<file path="src/rtl/core/swe_pkg.sv">
// ----------------------------------------------------------------------------
// swe_pkg
// Shared constants and types for the erase-by-value stack.
// ----------------------------------------------------------------------------
package swe_pkg;

  localparam int unsigned STACK_DEPTH = 16;
  localparam int unsigned CNT_W       = $clog2(STACK_DEPTH + 1);
  localparam int unsigned DATA_W      = 32;
  localparam int unsigned COUNT_OUT_W = 5;

  typedef enum logic [1:0] {
    KIND_PUSH  = 2'd0,
    KIND_POP   = 2'd1,
    KIND_CLEAR = 2'd2,
    KIND_ERASE = 2'd3
  } kind_e;

  typedef enum logic [1:0] {
    ST_DONE = 2'd0,
    ST_MISS = 2'd1,
    ST_FULL = 2'd2
  } status_e;

  // Per-transfer control broadcast to every cell
  typedef struct packed {
    logic                     en;
    logic                     push;
    logic                     pop;
    logic                     erase;
    logic signed [DATA_W-1:0] key;
  } cell_ctrl_t;

endpackage

</file>
<file path="src/rtl/core/swe_if.sv">
// ----------------------------------------------------------------------------
// swe_if
// Request and response channels of the erase-by-value stack.
// ----------------------------------------------------------------------------
interface swe_req_if;
  import swe_pkg::*;

  logic                     valid;
  logic                     ready;
  logic [1:0]               kind;
  logic signed [DATA_W-1:0] value;

  modport source (output valid, output kind, output value, input ready);
  modport sink   (input valid, input kind, input value, output ready);
endinterface

interface swe_rsp_if;
  import swe_pkg::*;

  logic                      valid;
  logic                      ready;
  logic signed [DATA_W-1:0]  top_value;
  logic [COUNT_OUT_W-1:0]    entry_count;
  logic [1:0]                status;

  modport source (output valid, output top_value, output entry_count, output status,
                  input ready);
  modport sink   (input valid, input top_value, input entry_count, input status,
                  output ready);
endinterface

</file>
<file path="src/rtl/core/swe_cell.sv">
// ----------------------------------------------------------------------------
// swe_cell
// One stack slot. Cell 0 is the top; push shifts towards higher slots,
// pop and erase pull from the slot below.
// ----------------------------------------------------------------------------
module swe_cell
  import swe_pkg::*;
(
  input  logic                     clk_i,
  input  cell_ctrl_t               ctrl_i,
  input  logic                     occupied_i,
  input  logic                     full_i,
  input  logic                     found_i,
  input  logic signed [DATA_W-1:0] above_i,
  input  logic signed [DATA_W-1:0] below_i,
  output logic                     found_o,
  output logic signed [DATA_W-1:0] entry_o,
  output logic signed [DATA_W-1:0] entry_d_o
);

  logic signed [DATA_W-1:0] entry_q, entry_d;
  logic                     hit;

  assign hit     = occupied_i && (entry_q == ctrl_i.key);
  assign found_o = found_i || hit;

  always_comb begin
    entry_d = entry_q;
    if (ctrl_i.en) begin
      if (ctrl_i.push && !full_i) begin
        entry_d = above_i;
      end else if (ctrl_i.pop) begin
        entry_d = below_i;
      end else if (ctrl_i.erase && found_o) begin
        entry_d = below_i;
      end
    end
  end

  always_ff @(posedge clk_i) begin
    entry_q <= entry_d;
  end

  assign entry_o   = entry_q;
  assign entry_d_o = entry_d;

endmodule

</file>
<file path="src/rtl/core/stack_with_erase_by_value.sv">
// ----------------------------------------------------------------------------
// stack_with_erase_by_value
// Bounded LIFO stack of signed 32-bit values with push, pop, clear and
// erase of the first matching value from the top.
// ----------------------------------------------------------------------------
// One request is taken per cycle and its response is captured in the output
// register when the request transfers; a new request is taken only while
// the output register is empty or its response transfers in the same cycle,
// so a held-off response stalls the input. The stack is a row of STACK_DEPTH
// cells with the top in cell 0; every cell compares its entry with the erase
// key in parallel and a match flag ripples from the top through the row, so
// the depth of that chain sets the clock period. Stored entries are not
// cleared by reset or by clear; only the entry count is, and unoccupied
// cells are never read.
// ----------------------------------------------------------------------------
module stack_with_erase_by_value
  import swe_pkg::*;
(
  input  logic      clk_i,
  input  logic      rst_ni,
  swe_req_if.sink   req_i,
  swe_rsp_if.source rsp_o
);

  logic [CNT_W-1:0]         count_q, count_d;
  logic                     full, empty, xfer;
  cell_ctrl_t               ctrl;
  logic [STACK_DEPTH-1:0]   occupied;
  logic [STACK_DEPTH:0]     found;
  logic signed [DATA_W-1:0] entry   [STACK_DEPTH];
  logic signed [DATA_W-1:0] entry_d [STACK_DEPTH];
  logic signed [DATA_W-1:0] top_d;
  status_e                  status_d;

  logic                     rsp_valid_q;
  logic signed [DATA_W-1:0] rsp_top_q;
  logic [COUNT_OUT_W-1:0]   rsp_count_q;
  status_e                  rsp_status_q;

  assign req_i.ready = !rsp_valid_q || rsp_o.ready;
  assign xfer        = req_i.valid && req_i.ready;

  assign full  = (count_q == CNT_W'(STACK_DEPTH));
  assign empty = (count_q == '0);

  assign ctrl.en    = xfer;
  assign ctrl.push  = (kind_e'(req_i.kind) == KIND_PUSH);
  assign ctrl.pop   = (kind_e'(req_i.kind) == KIND_POP) && !empty;
  assign ctrl.erase = (kind_e'(req_i.kind) == KIND_ERASE);
  assign ctrl.key   = req_i.value;

  assign found[0] = 1'b0;

  for (genvar i = 0; i < STACK_DEPTH; i++) begin : g_cell
    logic signed [DATA_W-1:0] above, below;

    assign occupied[i] = (CNT_W'(i) < count_q);

    if (i == 0) begin : g_top
      assign above = req_i.value;
    end else begin : g_mid
      assign above = entry[i-1];
    end

    if (i == STACK_DEPTH - 1) begin : g_bot
      assign below = entry[i];
    end else begin : g_nbot
      assign below = entry[i+1];
    end

    swe_cell u_cell (
      .clk_i      (clk_i),
      .ctrl_i     (ctrl),
      .occupied_i (occupied[i]),
      .full_i     (full),
      .found_i    (found[i]),
      .above_i    (above),
      .below_i    (below),
      .found_o    (found[i+1]),
      .entry_o    (entry[i]),
      .entry_d_o  (entry_d[i])
    );
  end

  always_comb begin
    count_d  = count_q;
    status_d = ST_DONE;
    case (kind_e'(req_i.kind))
      KIND_PUSH: begin
        if (full) begin
          status_d = ST_FULL;
        end else begin
          count_d = count_q + CNT_W'(1);
        end
      end
      KIND_POP: begin
        if (empty) begin
          status_d = ST_MISS;
        end else begin
          count_d = count_q - CNT_W'(1);
        end
      end
      KIND_CLEAR: begin
        count_d = '0;
      end
      KIND_ERASE: begin
        if (found[STACK_DEPTH]) begin
          count_d = count_q - CNT_W'(1);
        end else begin
          status_d = ST_MISS;
        end
      end
      default: begin
        count_d = count_q;
      end
    endcase
  end

  assign top_d = (count_d != '0) ? entry_d[0] : '0;

  always_ff @(posedge clk_i or negedge rst_ni) begin
    if (!rst_ni) begin
      count_q     <= '0;
      rsp_valid_q <= 1'b0;
    end else begin
      if (xfer) begin
        count_q     <= count_d;
        rsp_valid_q <= 1'b1;
      end else if (rsp_o.ready) begin
        rsp_valid_q <= 1'b0;
      end
    end
  end

  always_ff @(posedge clk_i) begin
    if (xfer) begin
      rsp_top_q    <= top_d;
      rsp_count_q  <= COUNT_OUT_W'(count_d);
      rsp_status_q <= status_d;
    end
  end

  assign rsp_o.valid       = rsp_valid_q;
  assign rsp_o.top_value   = rsp_top_q;
  assign rsp_o.entry_count = rsp_count_q;
  assign rsp_o.status      = rsp_status_q;

endmodule
</file>
<file path="src/flat_wrapper.sv">
// flat-port wrapper written by rule: the top's interface ports become plain ports
module stack_with_erase_by_value_flat import swe_pkg::*;
  (clk_i, rst_ni, req_i_valid, req_i_kind, req_i_value, req_i_ready, rsp_o_valid, rsp_o_top_value, rsp_o_entry_count, rsp_o_status, rsp_o_ready);
  swe_req_if req_i_i ();
  swe_rsp_if rsp_o_i ();
  input  logic clk_i;
  input  logic rst_ni;
  input wire logic [$bits(req_i_i.valid)-1:0] req_i_valid;
  input wire logic [$bits(req_i_i.kind)-1:0] req_i_kind;
  input wire logic [$bits(req_i_i.value)-1:0] req_i_value;
  output wire logic [$bits(req_i_i.ready)-1:0] req_i_ready;
  output wire logic [$bits(rsp_o_i.valid)-1:0] rsp_o_valid;
  output wire logic [$bits(rsp_o_i.top_value)-1:0] rsp_o_top_value;
  output wire logic [$bits(rsp_o_i.entry_count)-1:0] rsp_o_entry_count;
  output wire logic [$bits(rsp_o_i.status)-1:0] rsp_o_status;
  input wire logic [$bits(rsp_o_i.ready)-1:0] rsp_o_ready;
  assign req_i_i.valid = req_i_valid;
  assign req_i_i.kind = req_i_kind;
  assign req_i_i.value = req_i_value;
  assign req_i_ready = req_i_i.ready;
  assign rsp_o_valid = rsp_o_i.valid;
  assign rsp_o_top_value = rsp_o_i.top_value;
  assign rsp_o_entry_count = rsp_o_i.entry_count;
  assign rsp_o_status = rsp_o_i.status;
  assign rsp_o_i.ready = rsp_o_ready;
  stack_with_erase_by_value u_core (.clk_i(clk_i), .rst_ni(rst_ni), .req_i(req_i_i), .rsp_o(rsp_o_i));
endmodule
</file>
<file path="config.mk">
export PLATFORM = sky130hd
export DESIGN_NAME = stack_with_erase_by_value_flat
export DESIGN_NICKNAME = d
export VERILOG_FILES = /design/src/rtl/core/swe_pkg.sv /design/src/rtl/core/swe_if.sv /design/src/rtl/core/swe_cell.sv /design/src/rtl/core/stack_with_erase_by_value.sv /design/src/flat_wrapper.sv
export SDC_FILE = /design/constraint.sdc
export NUM_CORES = 1
export LEC_CHECK = 0
export BUFFER_PORTS_ARGS = -buffer_cell sky130_fd_sc_hd__clkbuf_2
export CAP_MARGIN = 5
export CORE_ASPECT_RATIO = 1.4
export CORE_MARGIN = 8
export CORE_UTILIZATION = 30
export DETAILED_ROUTE_END_ITERATION = 10
export PLACE_DENSITY = 0.5
export SLEW_MARGIN = 20
export SYNTH_ARGS = -nofsm -noshare
export SYNTH_HDL_FRONTEND = slang
export SYNTH_SLANG_ARGS = --single-unit
</file>
<file path="constraint.sdc">
create_clock -name clk_i -period 6.8 [get_ports clk_i]
set_input_delay 2.04 -clock clk_i [delete_from_list [all_inputs] [get_ports clk_i]]
set_output_delay 2.04 -clock clk_i [all_outputs]
set_load 0.005 [all_outputs]
</file>
## Yosys cells after proc, flatten, opt, wreduce, memory -nomap -nowiden

Cells that the tools add are included.

| operators by class | value |
|---|---|
| $lt $le $gt $ge | 16 |
| add/subtract/negate cells | 2 |
| eq/ne operators | 20 |
| reductions and logical operators | 86 |
| mux-type cells | 56 |

Operators by type and width:

| kind | number |
|---|---|
| 2-to-1 mux 32 bit | 46 |
| == test 32 bit | 16 |
| nonzero test 3 bit | 14 |
| < comparator 4 x 5 -> 1 bit (first input constant) | 8 |
| logical AND 1 bit | 34 |
| AND reduction 2 bit | 15 |
| < comparator 3 x 5 -> 1 bit (first input constant) | 4 |
| one-hot mux 5 bit (4 select lines) | 1 |
| logical OR 1 bit | 16 |
| 2-to-1 mux 5 bit | 3 |
| < comparator 1 x 5 -> 1 bit (first input constant) | 2 |
| < comparator 2 x 5 -> 1 bit (first input constant) | 2 |
| one-hot mux 2 bit (3 select lines) | 1 |
| adder 5 x 1 -> 5 bit (second input constant) | 1 |
| == test 5 bit (second input constant) | 1 |
| logical NOT 5 bit | 1 |
| nonzero test 5 bit | 1 |
| subtractor 5 x 1 -> 5 bit (second input constant) | 1 |
| == test 2 bit (second input constant) | 2 |
| 2-to-1 mux 1 bit | 4 |
| logical NOT 1 bit | 3 |
| == test 2 x 1 -> 1 bit (second input constant) | 1 |
| logical NOT 2 bit | 1 |
| 2-to-1 mux 2 bit | 1 |
| nonzero test 2 bit | 1 |

| word-level totals | value |
|---|---|
| bits in registers | 557 |
| word-level logic and storage cells | 201 |
| input bits | 38 |

## Logic depth before layout (Yosys ltp)

| depth | value |
|---|---|
| word-level depth | 20 |
| gate-level depth with buffers | 14 |

## By module

From an unflattened synthesis, not the netlist that was laid out.

| unflattened totals | value |
|---|---|
| cell total of the unflattened synthesis | 3,815 |
| area, all modules | 35,129.9 µm² |

By module, submodules not included:

| module | seq. area each (µm²) | area an instance (µm²) | cells each | instances |
|---|---|---|---|---|
| swe_cell | 640.6 | 2,054.5 | 227 | 16 |
| stack_with_erase_by_value | 1,321.3 | 2,258.4 | 183 | 1 |

## Worst setup path after synthesis

No wires, ideal clock.

| path | value |
|---|---|
| path kind | in2reg |
| from | input req_i_value[20] |
| to | register u_core.g_cell[14].u_cell.entry_q[0] (enable) |
| buffers on the path | 1 |
| stages | 10 |
| data arrival time | 5.382 ns |
| library setup time | 0.432 ns |
| setup slack | 0.986 ns |
| cells stage by stage | buf_2 > xnor2_1 > nand4_1 > or4_1 > o311a_1 > nand4_1 > nor2_1 > nand3_1 > nand2_1 > a21oi_1 |

| between the ends | value |
|---|---|
| word-level cells in the longest chain between the ends | 19 |
| elaborated cells between the ends (all ways) | 47 |
| those cells by class | 15 x eq/ne; 32 x reduce/logical |

RTL lines:

| what | RTL line | RTL |
|---|---|---|
| start: declaration | flat_wrapper.sv:10 | `input wire logic [$bits(req_i_i.value)-1:0] req_i_value;` |
| == test 32 bit | swe_cell.sv:24 | `assign hit = occupied_i && (entry_q == ctrl_i.key);` |
| logical AND 1 bit | swe_cell.sv:24 |  |
| logical OR 1 bit (13 in series) | swe_cell.sv:25 | `assign found_o = found_i \|\| hit;` |
| logical OR 1 bit * | swe_cell.sv:25 |  |
| logical AND 1 bit * | swe_cell.sv:34 | `end else if (ctrl_i.erase && found_o) begin` |
| nonzero test 3 bit (no line) * | n/a |  |
| AND reduction 2 bit (no line) * | n/a |  |
| end signal: assignment | swe_cell.sv:41 | `entry_q <= entry_d;` |
| end: declaration | swe_cell.sv:21 | `logic signed [DATA_W-1:0] entry_q, entry_d;` |

Every way passes the cells marked *; elsewhere a longest branch is shown, timed or not.
A chain may end at the register's enable or synchronous reset.

## Worst setup path after layout

| path | value |
|---|---|
| from | input req_i_value[27] |
| to | register u_core.rsp_top_q[31], in the netlist u_core.rsp_o.top_value[31] (data pin) |

| between the ends | value |
|---|---|
| word-level cells in the longest chain between the ends | 20 |
| elaborated cells between the ends (all ways) | 55 |
| those cells by class | 16 x eq/ne; 6 x mux; 33 x reduce/logical |

RTL lines:

| what | RTL line | RTL |
|---|---|---|
| == test 32 bit | swe_cell.sv:24 |  |
| logical AND 1 bit | swe_cell.sv:24 |  |
| logical OR 1 bit (14 in series) | swe_cell.sv:25 |  |
| logical OR 1 bit * | swe_cell.sv:25 |  |
| 2-to-1 mux 5 bit * | stack_with_erase_by_value.sv:107 | `if (found[STACK_DEPTH]) begin` |
| one-hot mux 5 bit (4 select lines) * | stack_with_erase_by_value.sv:88 | `case (kind_e'(req_i.kind))` |
| via u_core.count_d[3] | stack_with_erase_by_value.sv:25 | `logic [CNT_W-1:0] count_q, count_d;` |
| nonzero test 5 bit * | stack_with_erase_by_value.sv:119 | `assign top_d = (count_d != '0) ? entry_d[0] : '0;` |
| end signal: assignment | stack_with_erase_by_value.sv:137 | `rsp_top_q <= top_d;` |
| end: declaration | stack_with_erase_by_value.sv:36 | `logic signed [DATA_W-1:0] rsp_top_q;` |

The timed path passes the listed nets; every way through them passes the cells marked *.

==> impl_results.md <==
- Worst-path fanout max: 32
- Syn_area_per_cell: 9.47 um^2
- Critical Path RT: 7.20 ns
- Pin count of the biggest net entering global routing: 180
- Drt pass-1 iters: 6
- FF-to-FF path depth: 12
- ANT cells: 0
- Rows: 140
- Mapped Cells: 3317
- Number of global-route vias before repair: 25846
- H-tree levels: 2
- Post-synth ARST share: 1.08%
- Initial core utilization: 30.2%
- Maximum VDD drop: 0.000198 V
- Setup CP Type: primary input to register
- Final antenna-violating net count: 0
- Die width: 290 um
- Cts repair resizes: 0
- Leading cell type in the layout, fill and taps excluded: nand2_1
- Met3 usage: 2.55%
- Worst-Margin Slew: 1.19 ns
- Worst clock skew: 0.0319 ns
- Clk root buf: clkbuf_16
- Hold Path Depth: 0
- Initial antenna violation count: 0
- Crit path cell chain: clkbuf_2 -> xor2_1 -> nor4_1 -> nand4b_1 -> nor4_1 -> buf_4 -> a211oi_1 -> o2111a_1 -> a41oi_2 -> o21ai_2 -> nor4_4 -> buf_12 -> a21boi_0
- Reg clk slew, reported paths: 0.06 ns
- Die area: 0.115 mm^2
- Final hold violation count: 0
- Cts bufs inserted: 59
- Via count: 25575
- Max Fclk: 181 MHz
- Met2 usage: 41.3%
- LEAKAGE: 13.5 nW
- Setup TNS: 0 ns
- Setup ws final: 1.29 ns
- CP arrival: 5.91 ns
- Slew Viols, Final: 0
- Final min period: 5.51 ns
- Sequential fraction of the synthesis area: 52.1%
- Setup bufs post-CTS: 0
- Fillers: 10828
- Gp weighted congestion: 0.992
- Synthesized flop and latch total: 557
- Number of synthesized flops with an enable pin: 519
- Unique masters post-synth: 81
- Synth warn: 0
- CTS Sinks: 557
- Global-route wire length before repair: 192 mm
- RSZ-0062 raised after global routing: no
- Slowest Stage Delay on Critical Path: 0.58 ns
- Most Crowded Layer GR: met2
- Die Y: 399 um
- Core area: 0.104 mm^2
- GR met1 Demand/Resource: 25.9%
- Number of vias per cell: 5.41
- Most frequent cells in the layout: nand2_1, edfxtp_1, xor2_1
- Tot Pwr: 0.0106 W
- CP startpoint kind: primary input
- I/O pin count: 79
- Nets: 3366
- Hold_buf cts: 0
- Status: finished clean
- TritonCTS clock tree: yes
- Drc violations: 0
- Clock latency on the worst-skew pair: 0.67 ns
- Fraction of layout cells with a size suffix above 1: 9.30%
- Hold Path Class: register to register
- Setup Viol. Count Final: 0
- Clock Path Buffers: 3
- Synth Cell Area: 0.0314 mm^2
- HPWL Detailed: 102 mm
- Fin crit share: 81.0%
- Total nets after synthesis: 3359
- Post-route insts no fill: 4724
- Port-buffer cells: 78
- Critical path capture point type: register
- PD cells: 300 mW/mm^2
- Placed Cells: 4612
- Grt total ovfl: 0
- Critical-path top delay cell: clkbuf_2
- Most numerous cell on the critical path: nor4_1
- Synth top area share: 49.6%
- Drt wl/cell: 29.0 um
- Yosys top cell by area: edfxtp_1
- GRT Util Overall: 23.1%
- First DRT Iteration DRCs: 2538
- Dpl ws: 0.722 ns
- Top post-synthesis cells by area: edfxtp_1, nand2_1, xor2_1, xnor2_1, nor4_1
- Area Overhead vs Synth: 12.0%
- Top FF cell, synth: edfxtp_1
- Slew headroom: 20.6%
- Final wirelength: 137 mm
- Number of max-cap violations: 0
## critical path: cells and delay by family
kind	cells	cell delay, ns
compound gates	5	0.82
xor+xnor	1	0.28
buf+inv	3	1.07
simple gates	4	1.62
## through the flow
stage	utilization (%)	hold slack (ns)	cell area [um^2]
6_report	33.9	0.508	35200
5_1_grt	33.9	0.526	35200
4_1_cts	33.9	0.511	35200
2_1_floorplan	-	0.471	31400
3_3_place_gp	32.0	0.492	33200
3_5_place_dp	32.0	0.495	33200
## per-layer routing
layer / wire length, um / share of wire [%] / vias to the layer above
met5: 0 / 0 / -
met4: 10500 / 7.6 / 0
met3: 7120 / 5.2 / 402
met2: 69300 / 51 / 1147
met1: 50200 / 37 / 12703
li1: - / - / 11323
## synth_stat cells (3+ instances only)
cell       number
a21boi_0        3
o21ai_0        14
and4_1          8
nor2b_1         5
buf_1           4
inv_1           8
and4b_1         3
buf_6          22
or3_1           8
nor3_1         33
xnor2_1       188
nand2_1      1391
buf_4          26
o22ai_1        34
and2_1          5
a21boi_2       30
ha_1            4
dfrtp_1         6
dfxtp_1        32
nor4bb_1        3
buf_2          29
a211oi_1        5
a2111oi_0       3
clkbuf_1      113
nand2b_1       11
mux2_2          3
nor2_1         75
or4_1          10
nor4b_1         8
xor2_1        327
a21oi_1        52
nand4_1        87
edfxtp_1      519
nand3_1        37
nand4b_1       15
nor4_1        141
## where the power goes
part	internal, W	switching (W)
combinational	0.000749	0.00158
clock	0.00194	0.00150
sequential	0.00427	0.000521
total	0.00697	0.00360
## flip-flops by register name, summed over array words and instances, names as in the netlist
register and count:
u_core.g_cell.u_cell.entry_o 512, u_core.rsp_o.top_value 32, u_core.count_q 5, u_core.rsp_o.entry_count 5
u_core.rsp_o.status 2, u_core.rsp_o.valid 1
## path summary, 6_finish.rpt
check	endpoint	slack, ns	from
worst min-delay path	u_core.g_cell[15].u_cell.entry_o[5]$_DFFE_PP_	0.51	u_core.g_cell[14].u_cell.entry_o[5]$_DFFE_PP_
worst max-delay path	u_core.rsp_o.top_value[31]$_SDFFCE_PN0P_	1.29	req_i_value[27]
worst max register to register	u_core.rsp_o.top_value[31]$_SDFFCE_PN0P_	1.91	u_core.count_q[4]$_DFFE_PN0P_
max in group asynchronous	u_core.count_q[0]$_DFFE_PN0P_	5.40	rst_ni
worst min register to register	u_core.g_cell[15].u_cell.entry_o[5]$_DFFE_PP_	0.51	u_core.g_cell[14].u_cell.entry_o[5]$_DFFE_PP_
min in group asynchronous	u_core.count_q[1]$_DFFE_PN0P_	1.21	rst_ni
## layout make-up
class / instances / area (um^2) / share of cell area [%]
Timing Repair Buffer: 144 / 998 / 2.84
Clock buffer: 73 / 1610 / 4.57
Inverter: 9 / 33.8 / 0.0960
Clock inverter: 39 / 393 / 1.12
Tap cell: 1349 / 1690 / 4.79
Multi-Input combinational cell: 2553 / 14100 / 40.1
Sequential cell: 557 / 16400 / 46.5
## logic make-up (layout without fill, tap and decap cells)
family | Yosys count | in the layout | synth area share (%)
mux | 4 | 4 | 0.139
simple gates | 1859 | 1859 | 25.7
xor+xnor | 516 | 516 | 14.4
flops | 557 | 557 | 52.1
buf+inv | 207 | 265 | 3.53
compound gates | 170 | 170 | 3.99
fa+ha+maj | 4 | 4 | 0.159
Power figures use the tool's default switching activity.
